[config.mk]
export PLATFORM = sky130hd
export DESIGN_NAME = timed_digital_output_sequencer_top_flat
export DESIGN_NICKNAME = d
export VERILOG_FILES = /design/src/rtl/tdos_pkg.sv /design/src/rtl/tdos_in_if.sv /design/src/rtl/tdos_out_if.sv /design/src/rtl/tdos_cfg_if.sv /design/src/rtl/timed_digital_output_sequencer_top.sv /design/src/rtl/tdos_cfg_regs.sv /design/src/rtl/tdos_end_queue.sv /design/src/flat_wrapper.sv
export VERILOG_INCLUDE_DIRS = /design/src /design/src/rtl
export SDC_FILE = /design/constraint.sdc
export NUM_CORES = 2
export LEC_CHECK = 0
export BUFFER_PORTS_ARGS = -buffer_cell sky130_fd_sc_hd__buf_4
export CAP_MARGIN = 25
export CORE_ASPECT_RATIO = 1.75
export CORE_UTILIZATION = 40
export CTS_BUF_LIST = sky130_fd_sc_hd__clkbuf_8
export DETAILED_ROUTE_END_ITERATION = 10
export GPL_ROUTABILITY_DRIVEN = 0
export PLACE_DENSITY_LB_ADDON = 0.1
export SLEW_MARGIN = 20
export SYNTH_ARGS = -nofsm -noshare
export SYNTH_HDL_FRONTEND = slang
export SYNTH_HIERARCHICAL = 1
export SYNTH_SLANG_ARGS = --single-unit
[constraint.sdc]
create_clock -name clk -period 9.4 [get_ports clk]
set_clock_uncertainty 0.1 [all_clocks]
set_input_delay 1.88 -clock clk [delete_from_list [all_inputs] [get_ports clk]]
set_output_delay 1.88 -clock clk [all_outputs]
set_load 0.02 [all_outputs]
[src/rtl/timed_digital_output_sequencer_top_defines.svh]
// ----------------------------------------------------------------------------
// timed digital output sequencer: assertion macros
// Shared concurrent assertion forms, sampled on the rising clock edge and
// disabled while reset is asserted.
// ----------------------------------------------------------------------------
`ifndef TIMED_DIGITAL_OUTPUT_SEQUENCER_TOP_DEFINES_SVH
`define TIMED_DIGITAL_OUTPUT_SEQUENCER_TOP_DEFINES_SVH

// consequent checked in the same cycle as the antecedent
`define TDOS_ASSERT_NOW(label, clk, rst_n, ante, cons, msg) \
    label: assert property (@(posedge clk) disable iff (!rst_n) (ante) |-> (cons)) \
        else $error(msg);

// consequent checked in the cycle after the antecedent
`define TDOS_ASSERT_NEXT(label, clk, rst_n, ante, cons, msg) \
    label: assert property (@(posedge clk) disable iff (!rst_n) (ante) |=> (cons)) \
        else $error(msg);

`endif

[src/rtl/tdos_pkg.sv]
// ----------------------------------------------------------------------------
// tdos_pkg
// Widths, defaults, register indexes and the structs shared by the
// timed digital output sequencer modules.
// ----------------------------------------------------------------------------
package tdos_pkg;

    localparam int TS_W         = 64;
    localparam int LEN_W        = 16;
    localparam int CNT_W        = 32;
    localparam int CFG_IDX_W    = 8;
    localparam int CFG_DATA_W   = 16;

    localparam int QUEUE_DEPTH_DEF  = 8;
    localparam int TICKS_PER_MS_DEF = 10000;

    localparam logic [LEN_W-1:0] PULSE_LEN_RESET = 16'd50;

    typedef enum logic [CFG_IDX_W-1:0] {
        REG_PULSE_LENGTH_MS = 8'd0,
        REG_MIXER_ENABLE    = 8'd1
    } cfg_reg_t;

    // request from the tick logic to the end-time queue
    typedef struct packed {
        logic            step;
        logic            start;
        logic            end_due;
        logic [TS_W-1:0] now;
        logic [TS_W-1:0] end_time;
    } q_req_t;

    // queue outcome for the current tick
    typedef struct packed {
        logic overflow;
        logic old_due;
        logic new_due;
    } q_status_t;

endpackage

[src/rtl/tdos_in_if.sv]
// ----------------------------------------------------------------------------
// tdos_in_if
// Tick channel: timestamp and the three sampled digital inputs.
// ----------------------------------------------------------------------------
interface tdos_in_if;
    logic                      valid;
    logic                      ready;
    logic [tdos_pkg::TS_W-1:0] timestamp;
    logic                      control_voltage_ok;
    logic                      ejection_signal;
    logic                      clock_signal;

    modport source (
        output valid, timestamp, control_voltage_ok, ejection_signal, clock_signal,
        input  ready
    );
    modport sink (
        input  valid, timestamp, control_voltage_ok, ejection_signal, clock_signal,
        output ready
    );
endinterface

[src/rtl/tdos_out_if.sv]
// ----------------------------------------------------------------------------
// tdos_out_if
// Result channel: output levels, counters and per-tick flags.
// ----------------------------------------------------------------------------
interface tdos_out_if;
    logic                       valid;
    logic                       ready;
    logic                       error_light;
    logic                       error_transfer;
    logic                       ejection_pulse;
    logic                       mixer_mode;
    logic [tdos_pkg::CNT_W-1:0] ejected_count;
    logic [tdos_pkg::TS_W-1:0]  clock_period;
    logic                       period_valid;
    logic                       queue_overflow;

    modport source (
        output valid, error_light, error_transfer, ejection_pulse, mixer_mode,
               ejected_count, clock_period, period_valid, queue_overflow,
        input  ready
    );
    modport sink (
        input  valid, error_light, error_transfer, ejection_pulse, mixer_mode,
               ejected_count, clock_period, period_valid, queue_overflow,
        output ready
    );
endinterface

[src/rtl/tdos_cfg_if.sv]
// ----------------------------------------------------------------------------
// tdos_cfg_if
// Configuration write channel: register index and write data.
// ----------------------------------------------------------------------------
interface tdos_cfg_if;
    logic                            valid;
    logic                            ready;
    logic [tdos_pkg::CFG_IDX_W-1:0]  index;
    logic [tdos_pkg::CFG_DATA_W-1:0] data;

    modport source (
        output valid, index, data,
        input  ready
    );
    modport sink (
        input  valid, index, data,
        output ready
    );
endinterface

[src/rtl/timed_digital_output_sequencer_top.sv]
// ----------------------------------------------------------------------------
// timed_digital_output_sequencer_top
// Tick-driven digital output sequencer: voltage-loss error outputs, timed
// ejection pulses, ejection count, machine clock period and mixer mode.
// ----------------------------------------------------------------------------
// Usage
// tick: one word per time step, carrying the timestamp (100 ns units) and
//   the sampled control voltage, ejection and machine clock inputs.
// result: one word per tick with the output levels after that tick, the
//   ejection count, the last clock period and the per-tick flags.
// cfg: register writes (0 pulse length in ms, 1 mixer enable), always ready,
//   to be written only while no tick is in flight.
// From tick acceptance to result valid there is an input register, then
// the tick logic and end-time compares into the result register.
// One tick is taken per cycle while result is not stalled; the due check
// compares all QUEUE_DEPTH queued end times in parallel.
// When result is stalled the result register holds and the input register
// still takes one more tick; tick.ready then drops until result drains.
// Reset clears the queue, edge history, counters and period, sets the
// outputs to light off, transfer on, pulse off and restores register
// defaults (50 ms, mixer off). No clearing pass is needed.
// ----------------------------------------------------------------------------
`include "timed_digital_output_sequencer_top_defines.svh"

module timed_digital_output_sequencer_top #(
    parameter int QUEUE_DEPTH  = tdos_pkg::QUEUE_DEPTH_DEF,
    parameter int TICKS_PER_MS = tdos_pkg::TICKS_PER_MS_DEF
) (
    input  logic       clk,
    input  logic       rst_n,
    tdos_in_if.sink    tick,
    tdos_out_if.source result,
    tdos_cfg_if.sink   cfg
);

    localparam int TS_W    = tdos_pkg::TS_W;
    localparam int CNT_W   = tdos_pkg::CNT_W;
    localparam int TICKS_W = tdos_pkg::LEN_W + $clog2(TICKS_PER_MS + 1);

    logic [TICKS_W-1:0] pulse_ticks;
    logic               mixer_enable;

    // input register
    logic            s1_valid_reg;
    logic [TS_W-1:0] s1_ts_reg;
    logic            s1_cv_reg;
    logic            s1_ej_reg;
    logic            s1_ck_reg;

    // sequencer state
    logic             prev_ej_reg;
    logic             prev_ck_reg;
    logic             armed_reg;
    logic             armed_next;
    logic [TS_W-1:0]  first_reg;
    logic [TS_W-1:0]  first_next;
    logic [TS_W-1:0]  period_reg;
    logic [TS_W-1:0]  period_next;
    logic             light_reg;
    logic             light_next;
    logic             transfer_reg;
    logic             transfer_next;
    logic             pulse_reg;
    logic             pulse_next;
    logic [CNT_W-1:0] count_reg;
    logic [CNT_W-1:0] count_next;

    // result register
    logic res_valid_reg;
    logic res_mixer_reg;
    logic res_pvalid_reg;
    logic res_pvalid_next;
    logic res_ovf_reg;

    logic                advance;
    logic                step;
    logic                start;
    logic                clk_edge;
    logic [TS_W:0]       end_sum;
    tdos_pkg::q_req_t    q_req;
    tdos_pkg::q_status_t q_status;

    tdos_cfg_regs #(
        .TICKS_PER_MS (TICKS_PER_MS),
        .TICKS_W      (TICKS_W)
    ) u_cfg (
        .clk          (clk),
        .rst_n        (rst_n),
        .cfg          (cfg),
        .pulse_ticks  (pulse_ticks),
        .mixer_enable (mixer_enable)
    );

    tdos_end_queue #(
        .QUEUE_DEPTH (QUEUE_DEPTH)
    ) u_queue (
        .clk    (clk),
        .rst_n  (rst_n),
        .req    (q_req),
        .status (q_status)
    );

    assign advance    = !res_valid_reg || result.ready;
    assign step       = s1_valid_reg && advance;
    assign tick.ready = !s1_valid_reg || advance;

    always_comb
    begin
        start    = s1_ej_reg && !prev_ej_reg;
        clk_edge = s1_ck_reg && !prev_ck_reg;

        // end time saturates at the top of the time range
        end_sum = {1'b0, s1_ts_reg} + (TS_W + 1)'(pulse_ticks);

        q_req.step     = step;
        q_req.start    = start;
        q_req.now      = s1_ts_reg;
        q_req.end_time = end_sum[TS_W] ? '1 : end_sum[TS_W-1:0];
        // the new end is due at once only for a zero length or a saturated now
        q_req.end_due  = (pulse_ticks == '0) || (&s1_ts_reg);

        light_next    = light_reg;
        transfer_next = transfer_reg;
        if (!s1_cv_reg && !light_reg)
        begin
            light_next    = 1'b1;
            transfer_next = 1'b0;
        end

        count_next = count_reg + CNT_W'(start);

        // older due ends cannot cancel a pulse that starts this tick
        if (start)
        begin
            pulse_next = !q_status.new_due;
        end
        else
        begin
            pulse_next = pulse_reg && !q_status.old_due;
        end

        armed_next      = armed_reg;
        first_next      = first_reg;
        period_next     = period_reg;
        res_pvalid_next = 1'b0;
        if (clk_edge)
        begin
            if (!armed_reg)
            begin
                first_next = s1_ts_reg;
                armed_next = 1'b1;
            end
            else
            begin
                period_next     = s1_ts_reg - first_reg;
                first_next      = '0;
                armed_next      = 1'b0;
                res_pvalid_next = 1'b1;
            end
        end
    end

    always_ff @(posedge clk or negedge rst_n)
    begin
        if (!rst_n)
        begin
            s1_valid_reg  <= 1'b0;
            res_valid_reg <= 1'b0;
            prev_ej_reg   <= 1'b0;
            prev_ck_reg   <= 1'b0;
            armed_reg     <= 1'b0;
            first_reg     <= '0;
            period_reg    <= '0;
            light_reg     <= 1'b0;
            transfer_reg  <= 1'b1;
            pulse_reg     <= 1'b0;
            count_reg     <= '0;
        end
        else
        begin
            if (tick.ready)
            begin
                s1_valid_reg <= tick.valid;
            end
            if (advance)
            begin
                res_valid_reg <= s1_valid_reg;
            end
            if (step)
            begin
                prev_ej_reg  <= s1_ej_reg;
                prev_ck_reg  <= s1_ck_reg;
                armed_reg    <= armed_next;
                first_reg    <= first_next;
                period_reg   <= period_next;
                light_reg    <= light_next;
                transfer_reg <= transfer_next;
                pulse_reg    <= pulse_next;
                count_reg    <= count_next;
            end
        end
    end

    always_ff @(posedge clk)
    begin
        if (tick.valid && tick.ready)
        begin
            s1_ts_reg <= tick.timestamp;
            s1_cv_reg <= tick.control_voltage_ok;
            s1_ej_reg <= tick.ejection_signal;
            s1_ck_reg <= tick.clock_signal;
        end
        if (step)
        begin
            res_mixer_reg  <= mixer_enable;
            res_pvalid_reg <= res_pvalid_next;
            res_ovf_reg    <= q_status.overflow;
        end
    end

    // level, count and period state is updated only on a step, so it
    // doubles as the result payload
    assign result.valid          = res_valid_reg;
    assign result.error_light    = light_reg;
    assign result.error_transfer = transfer_reg;
    assign result.ejection_pulse = pulse_reg;
    assign result.mixer_mode     = res_mixer_reg;
    assign result.ejected_count  = count_reg;
    assign result.clock_period   = period_reg;
    assign result.period_valid   = res_pvalid_reg;
    assign result.queue_overflow = res_ovf_reg;

    `TDOS_ASSERT_NEXT(a_light_latches, clk, rst_n,
        light_reg, light_reg,
        "error light went off after voltage loss")
    `TDOS_ASSERT_NOW(a_light_vs_transfer, clk, rst_n,
        light_reg, !transfer_reg,
        "error transfer still on with error light on")
    `TDOS_ASSERT_NEXT(a_period_disarms, clk, rst_n,
        step && res_pvalid_next, !armed_reg && first_reg == '0,
        "clock edge pair not reset after period update")

endmodule

[src/rtl/tdos_cfg_regs.sv]
// ----------------------------------------------------------------------------
// tdos_cfg_regs
// Configuration registers. The pulse length is kept already scaled to
// timestamp units so the tick path only has an add.
// ----------------------------------------------------------------------------
module tdos_cfg_regs #(
    parameter int TICKS_PER_MS = tdos_pkg::TICKS_PER_MS_DEF,
    parameter int TICKS_W      = tdos_pkg::LEN_W + $clog2(TICKS_PER_MS + 1)
) (
    input  logic               clk,
    input  logic               rst_n,
    tdos_cfg_if.sink           cfg,
    output logic [TICKS_W-1:0] pulse_ticks,
    output logic               mixer_enable
);

    localparam logic [TICKS_W-1:0] TICKS_CONST  = TICKS_W'(TICKS_PER_MS);
    localparam logic [TICKS_W-1:0] TICKS_RESET  =
        TICKS_W'(tdos_pkg::PULSE_LEN_RESET) * TICKS_CONST;

    logic [TICKS_W-1:0] pulse_ticks_reg;
    logic [TICKS_W-1:0] pulse_ticks_next;
    logic               mixer_reg;
    logic               mixer_next;

    assign cfg.ready = 1'b1;

    always_comb
    begin
        pulse_ticks_next = pulse_ticks_reg;
        mixer_next       = mixer_reg;
        if (cfg.valid)
        begin
            case (tdos_pkg::cfg_reg_t'(cfg.index))
                tdos_pkg::REG_PULSE_LENGTH_MS:
                begin
                    pulse_ticks_next = TICKS_W'(cfg.data[tdos_pkg::LEN_W-1:0]) * TICKS_CONST;
                end
                tdos_pkg::REG_MIXER_ENABLE:
                begin
                    mixer_next = cfg.data[0];
                end
                default:
                begin
                    // unknown index, write dropped
                    pulse_ticks_next = pulse_ticks_reg;
                end
            endcase
        end
    end

    always_ff @(posedge clk or negedge rst_n)
    begin
        if (!rst_n)
        begin
            pulse_ticks_reg <= TICKS_RESET;
            mixer_reg       <= 1'b0;
        end
        else
        begin
            pulse_ticks_reg <= pulse_ticks_next;
            mixer_reg       <= mixer_next;
        end
    end

    assign pulse_ticks  = pulse_ticks_reg;
    assign mixer_enable = mixer_reg;

endmodule

[src/rtl/tdos_end_queue.sv]
// ----------------------------------------------------------------------------
// tdos_end_queue
// Pending pulse end times. Slots are tracked by an occupancy mask; every
// occupied slot is compared against the tick time in parallel.
// ----------------------------------------------------------------------------
`include "timed_digital_output_sequencer_top_defines.svh"

module tdos_end_queue #(
    parameter int QUEUE_DEPTH = tdos_pkg::QUEUE_DEPTH_DEF
) (
    input  logic                clk,
    input  logic                rst_n,
    input  tdos_pkg::q_req_t    req,
    output tdos_pkg::q_status_t status
);

    logic [tdos_pkg::TS_W-1:0] slot_reg [QUEUE_DEPTH];
    logic [QUEUE_DEPTH-1:0]    occ_reg;
    logic [QUEUE_DEPTH-1:0]    occ_next;
    logic [QUEUE_DEPTH-1:0]    free;
    logic [QUEUE_DEPTH-1:0]    ins_slot;
    logic [QUEUE_DEPTH-1:0]    due;
    logic                      full;
    logic                      insert;

    always_comb
    begin
        for (int i = 0; i < QUEUE_DEPTH; i++)
        begin
            due[i] = occ_reg[i] && (req.now >= slot_reg[i]);
        end
        free     = ~occ_reg;
        // lowest free slot
        ins_slot = free & (~free + QUEUE_DEPTH'(1));
        full     = &occ_reg;
        insert   = req.start && !full;
        occ_next = occ_reg & ~due;
        // an end that is already due never occupies a slot
        if (insert && !req.end_due)
        begin
            occ_next = occ_next | ins_slot;
        end
        status.overflow = req.start && full;
        status.old_due  = |due;
        status.new_due  = insert && req.end_due;
    end

    always_ff @(posedge clk or negedge rst_n)
    begin
        if (!rst_n)
        begin
            occ_reg <= '0;
        end
        else if (req.step)
        begin
            occ_reg <= occ_next;
        end
    end

    always_ff @(posedge clk)
    begin
        for (int i = 0; i < QUEUE_DEPTH; i++)
        begin
            if (req.step && insert && ins_slot[i])
            begin
                slot_reg[i] <= req.end_time;
            end
        end
    end

    `TDOS_ASSERT_NEXT(a_no_grow_without_start, clk, rst_n,
        req.step && !req.start, (occ_reg & ~$past(occ_reg)) == '0,
        "queue gained an entry without an ejection start")
    `TDOS_ASSERT_NOW(a_overflow_only_when_full, clk, rst_n,
        status.overflow, occ_reg == '1,
        "end time dropped while a slot was free")
    `TDOS_ASSERT_NEXT(a_insert_leaves_entry, clk, rst_n,
        req.step && req.start && !full && !req.end_due, occ_reg != '0,
        "queued end time not held")

endmodule
[src/flat_wrapper.sv]
// flat-port wrapper written by rule: the top's interface ports become plain ports
module timed_digital_output_sequencer_top_flat 
#(
    parameter int QUEUE_DEPTH  = tdos_pkg::QUEUE_DEPTH_DEF,
    parameter int TICKS_PER_MS = tdos_pkg::TICKS_PER_MS_DEF
)
  (clk, rst_n, tick_valid, tick_timestamp, tick_control_voltage_ok, tick_ejection_signal, tick_clock_signal, tick_ready, result_valid, result_error_light, result_error_transfer, result_ejection_pulse, result_mixer_mode, result_ejected_count, result_clock_period, result_period_valid, result_queue_overflow, result_ready, cfg_valid, cfg_index, cfg_data, cfg_ready);
  tdos_in_if tick_i ();
  tdos_out_if result_i ();
  tdos_cfg_if cfg_i ();
  input  logic clk;
  input  logic rst_n;
  input wire logic [$bits(tick_i.valid)-1:0] tick_valid;
  input wire logic [$bits(tick_i.timestamp)-1:0] tick_timestamp;
  input wire logic [$bits(tick_i.control_voltage_ok)-1:0] tick_control_voltage_ok;
  input wire logic [$bits(tick_i.ejection_signal)-1:0] tick_ejection_signal;
  input wire logic [$bits(tick_i.clock_signal)-1:0] tick_clock_signal;
  output wire logic [$bits(tick_i.ready)-1:0] tick_ready;
  output wire logic [$bits(result_i.valid)-1:0] result_valid;
  output wire logic [$bits(result_i.error_light)-1:0] result_error_light;
  output wire logic [$bits(result_i.error_transfer)-1:0] result_error_transfer;
  output wire logic [$bits(result_i.ejection_pulse)-1:0] result_ejection_pulse;
  output wire logic [$bits(result_i.mixer_mode)-1:0] result_mixer_mode;
  output wire logic [$bits(result_i.ejected_count)-1:0] result_ejected_count;
  output wire logic [$bits(result_i.clock_period)-1:0] result_clock_period;
  output wire logic [$bits(result_i.period_valid)-1:0] result_period_valid;
  output wire logic [$bits(result_i.queue_overflow)-1:0] result_queue_overflow;
  input wire logic [$bits(result_i.ready)-1:0] result_ready;
  input wire logic [$bits(cfg_i.valid)-1:0] cfg_valid;
  input wire logic [$bits(cfg_i.index)-1:0] cfg_index;
  input wire logic [$bits(cfg_i.data)-1:0] cfg_data;
  output wire logic [$bits(cfg_i.ready)-1:0] cfg_ready;
  assign tick_i.valid = tick_valid;
  assign tick_i.timestamp = tick_timestamp;
  assign tick_i.control_voltage_ok = tick_control_voltage_ok;
  assign tick_i.ejection_signal = tick_ejection_signal;
  assign tick_i.clock_signal = tick_clock_signal;
  assign tick_ready = tick_i.ready;
  assign result_valid = result_i.valid;
  assign result_error_light = result_i.error_light;
  assign result_error_transfer = result_i.error_transfer;
  assign result_ejection_pulse = result_i.ejection_pulse;
  assign result_mixer_mode = result_i.mixer_mode;
  assign result_ejected_count = result_i.ejected_count;
  assign result_clock_period = result_i.clock_period;
  assign result_period_valid = result_i.period_valid;
  assign result_queue_overflow = result_i.queue_overflow;
  assign result_i.ready = result_ready;
  assign cfg_i.valid = cfg_valid;
  assign cfg_i.index = cfg_index;
  assign cfg_i.data = cfg_data;
  assign cfg_ready = cfg_i.ready;
  timed_digital_output_sequencer_top #(.QUEUE_DEPTH(QUEUE_DEPTH), .TICKS_PER_MS(TICKS_PER_MS)) u_core (.clk(clk), .rst_n(rst_n), .tick(tick_i), .result(result_i), .cfg(cfg_i));
endmodule
# After elaboration in Yosys (flattened, before gate mapping)
# Memories as Yosys holds them, arrays and structs flattened.
# Cells that the tools add are included.
# classes
n_mux	43
magnitude_cmp	8
n_mul	1
addsub	4
n_bitwise	6
reduce_logical	57
n_eq_ne	1
# op_table
op	count
2-to-1 mux 64 bit	9
>= comparator 64 bit	8
OR reduction 64 bit	7
adder 64 x 30 -> 65 bit	1
AND reduction 64 bit	1
subtractor 64 bit	1
adder 32 x 1 -> 32 bit	1
logical NOT 30 bit	1
logical AND 1 bit	27
multiplier 16 x 10 -> 26 bit (second input constant)	1
2-to-1 mux 1 bit	26
NOT 8 bit	3
2-to-1 mux 3 bit	7
bitwise AND 8 bit	2
logical NOT 1 bit	10
adder 8 x 1 -> 8 bit (second input constant)	1
equality test 8 x 1 -> 1 bit (second input constant)	1
logical NOT 8 bit	1
2-to-1 mux 8 bit	1
OR 8 bit	1
AND reduction 2 bit	4
AND reduction 8 bit	1
OR reduction 8 bit	1
logical OR 1 bit	3
AND reduction 3 bit	1
# word_totals
input_bits	96
ramBits	512
wordCells	142
register_bits	273
output_inout_bits	105
mem_count	1
# memory_table
memory	words	width	rd	rd_ports_with_merged_regs	write_ports	line_no	rtl
u_core.u_queue.slot_reg	8	64	8	0	1	tdos_end_queue.sv:17	logic [tdos_pkg::TS_W-1:0] slot_reg [QUEUE_DEPTH];

# Logic depth before layout (Yosys ltp)
# depth
word_depth	15
mapped_depth	19
mapped_depth_nobuf	18

# Hierarchy
# The synthesis kept the hierarchy.
# modules_own_cells
module	n_inst	cells_per_inst	seq_area_each_um2	area_per_inst_um2
tdos_end_queue	1	2331	15574.9	28522.4
timed_digital_output_sequencer_top	1	1739	6307.3	15264.6
tdos_cfg_regs	1	432	684.4	3812.4

# Worst setup path after synthesis
# OpenSTA, ideal clock, no wires.
# synth_path
path_kind	input -> register
start	input result_ready
end	memory u_core/u_queue/slot_reg[0][192] (netlist name) (enable)
stages	5
setup_slack_ns	-0.379
path_buffers	0
t_arrival_ns	9.013
t_required_ns	8.634
setup_time_ns	0.666
path_cell_list	nand2b_1 nand2_1 inv_2 nand3_1 nor4b_1
# synth_rtl
item	line_no	rtl
from (decl)	flat_wrapper.sv:28	input wire logic [$bits(result_i.ready)-1:0] result_ready;
to (decl)	tdos_end_queue.sv:17	

# Worst setup path in the final report
# layout_path
start	input cfg_data[4]
end	register u_core.u_cfg.pulse_ticks_reg[27], in the netlist u_core/u_cfg/pulse_ticks[27]
# layout_via
elab_chain_len	1
# layout_lines
item	line_no	rtl
from (decl)	flat_wrapper.sv:31	input wire logic [$bits(cfg_i.data)-1:0] cfg_data;
multiplier 16 x 10 -> 26 bit	tdos_cfg_regs.sv:37	pulse_ticks_next = TICKS_W'(cfg.data[tdos_pkg::LEN_W-1:0]) * TICKS_CONST;
to (signal assigned)	tdos_cfg_regs.sv:61	pulse_ticks_reg <= pulse_ticks_next;
to (decl)	tdos_cfg_regs.sv:21	logic [TICKS_W-1:0] pulse_ticks_reg;
# No other way between the ends.
# A chain may end at the register's enable or synchronous reset.

==> results.ini <==
[status]
outcome=finished, violations left
violations=design-rule violations

[final_layout]
syn2layout_area_growth_pct=13.2
drive_gt1_frac=0.109
layout.nets=5637
largest_register_ffs=512
nFillCells=11368

[setup_path]
cp-start-kind=input port
arrival_ps=6070
required_ps=9990
cp-end-kind=flop
path_class=in2reg
crit_fanout=4

[clock_network]
h-tree-depth=4
cts_root_buf=clkbuf_8
cts_resized=0
clkSinkCount=785
holdBufCountCts=0
cts_tree=done
postCtsSetupRepairBufs=0
numCtsBuffers=131
insertion_delay_ps=840
path_clk_slew_ps=60
clockBufferDepth=3

[route]
drtPass1Iterations=10
viasPerCell=5.33
wl_per_cell_um=22.4
num_vias=34413
remaining_drc_errors=2
ant_nets=0
drt-total-wl_um=145000
drtIter0Drc=1989

[placed_design]
place_hpwl_um=107000
preCtsSetupSlack_ps=3120
port_buffers=199

[sta]
fin_ws_ps=3920
slew-limit-headroom=0.240
setup_violations=0
period_needed_ps=5480
period_share=0.583
hold_viol_final=0
tns_ps=0
slew_viol_final=0
worst-slew-pin-transition_ps=1130
timing.hold.ws_ps=358
fmax_mhz=183
rsz0062_at_grt=no

[yosys]
synth_edf_count=582
synth_top_area_frac=0.367
synth.avg_cell_area_um2=10.6
syn_inst=4502
ys_seq_area_frac=0.474
synth_top_cell_by_area=edfxtp_1
syn_area_mm2=0.0476
ys.flop_type=edfxtp_1
ys_ff_latch=785
yosys-top-cells-count=704 x inv_1, 677 x ha_1, 582 x edfxtp_1
async_reset_ff_frac=0.259
synth_cell_types=95
yosys-top-cells-area=edfxtp_1 37%, ha_1 18%, dfrtp_1 10%, inv_1 5.6%, nand2_1 3.5%
synth.most_common_cell=inv_1
yosysWarnings=6

[grt]
antenna_found_initial=2
grt_usage=0.240
globalRouteOverflowTotal=0
grt_max_degree=108
grt_pass1_vias=35151
grt_pass1_wl_um=215000

[floorplan]
die_h_um=458
start_util=0.402
die_w_um=263
dieArea_mm2=0.120
design.core.area_mm2=0.118
placementRows=167
io_pins=201

[pwr]
p_leak_nw=25.0
powerDensity_mw_per_mm2=209
ir_worst_vdd_v=0.000105
p_total_w=0.0113

[run]
cap_violations=0

[worst_hold_path]
hold_class=reg2reg

-- logic make-up (layout without fill, tap and decap cells) --
group / after synthesis / in the layout / synth area share
buffers and inverters: 799 / 1224 / 0.0642
flip-flops: 785 / 785 / 0.474
AND/OR/NAND/NOR: 1085 / 1085 / 0.110
XOR/XNOR: 138 / 138 / 0.0254
adder cells (fa/ha/maj): 714 / 714 / 0.194
AO/OA/AOI/OAI: 970 / 970 / 0.130
multiplexers: 9 / 9 / 0.00208
other: 2 / 8 / 0.000158
-- layout make-up --
cell class,instances,area [um^2],share of cell area
Antenna cell,3,7.51,0.000139
Clock buffer,148,2040,0.0378
Timing Repair Buffer,283,2130,0.0395
Tap cell,1521,1900,0.0353
Multi-Input combinational cell,2921,22100,0.410
Inverter,705,2650,0.0491
Sequential cell,785,22600,0.419
Clock inverter,88,524,0.00973
-- per-stage QoR --
stage	area [um^2]	instances	utilization
floorplan	47600	4505	-
finish	53900	6454	0.456
global route	53900	6453	0.456
CTS	53900	6451	0.456
global placement	51300	6213	0.434
detailed placement	51300	6215	0.434
-- power by group --
group	total [W]	switching (W)	internal, W	leakage (nW)
sequential	0.00447	0.000264	0.00420	7.91
combinational	0.00374	0.00239	0.00135	15.6
clock	0.00304	0.00146	0.00158	1.48
-- per-layer routing --
layer	up-vias	global-route usage	routed length (um)
li1	16717	-	-
met1	16780	0.249	53900
met2	678	0.474	80100
met3	238	0.0300	4220
met4	0	0.108	6250
met5	-	0	0
-- worst max-delay path, cell delays in order --
cell,delay (ps)
buf_4,100
inv_1,100
fa_1,540
inv_1,40
ha_1,260
inv_1,50
fa_1,520
inv_1,40
ha_1,260
inv_1,50
fa_1,490
inv_1,40
ha_1,330
o21ai_0,160
or3_1,450
a211oi_1,470
o21a_1,200
o31ai_1,70
-- layout by cell type (no fill, tap or decap), types with 31 or more instances in the layout --
master and instances:
inv_1 749, nand3_1 102, a21o_1 179, nor2_1 144, xor2_1 73, buf_4 281, o21ai_1 45, nand4_1 158
nor3_1 33, xnor2_1 65, edfxtp_1 582, fa_1 37, dfrtp_1 195, o21a_1 31, o21ai_0 211, and3_1 37
nand2_1 447, a21oi_1 287, ha_1 677, clkbuf_8 148
-- worst paths after layout --
kind	from	endpoint	slack, ps	cells after the start
setup / recovery	cfg_data[4]	u_core/u_cfg/pulse_ticks[27]	3920	18
hold / removal	u_core/result.error_transfer	u_core/result.error_transfer	360	1
setup reg to reg	u_core/s1_ts_reg[4]	u_core/u_queue/slot_reg[0][125]	4370	10
hold reg to reg	u_core/result.error_transfer	u_core/result.error_transfer	360	1
max in group asynchronous	rst_n	u_core/u_cfg/pulse_ticks[20]	6890	2
min in group asynchronous	rst_n	u_core/result.clock_period[3]	1020	1
No activity file was read; power rests on OpenSTA's default activity.
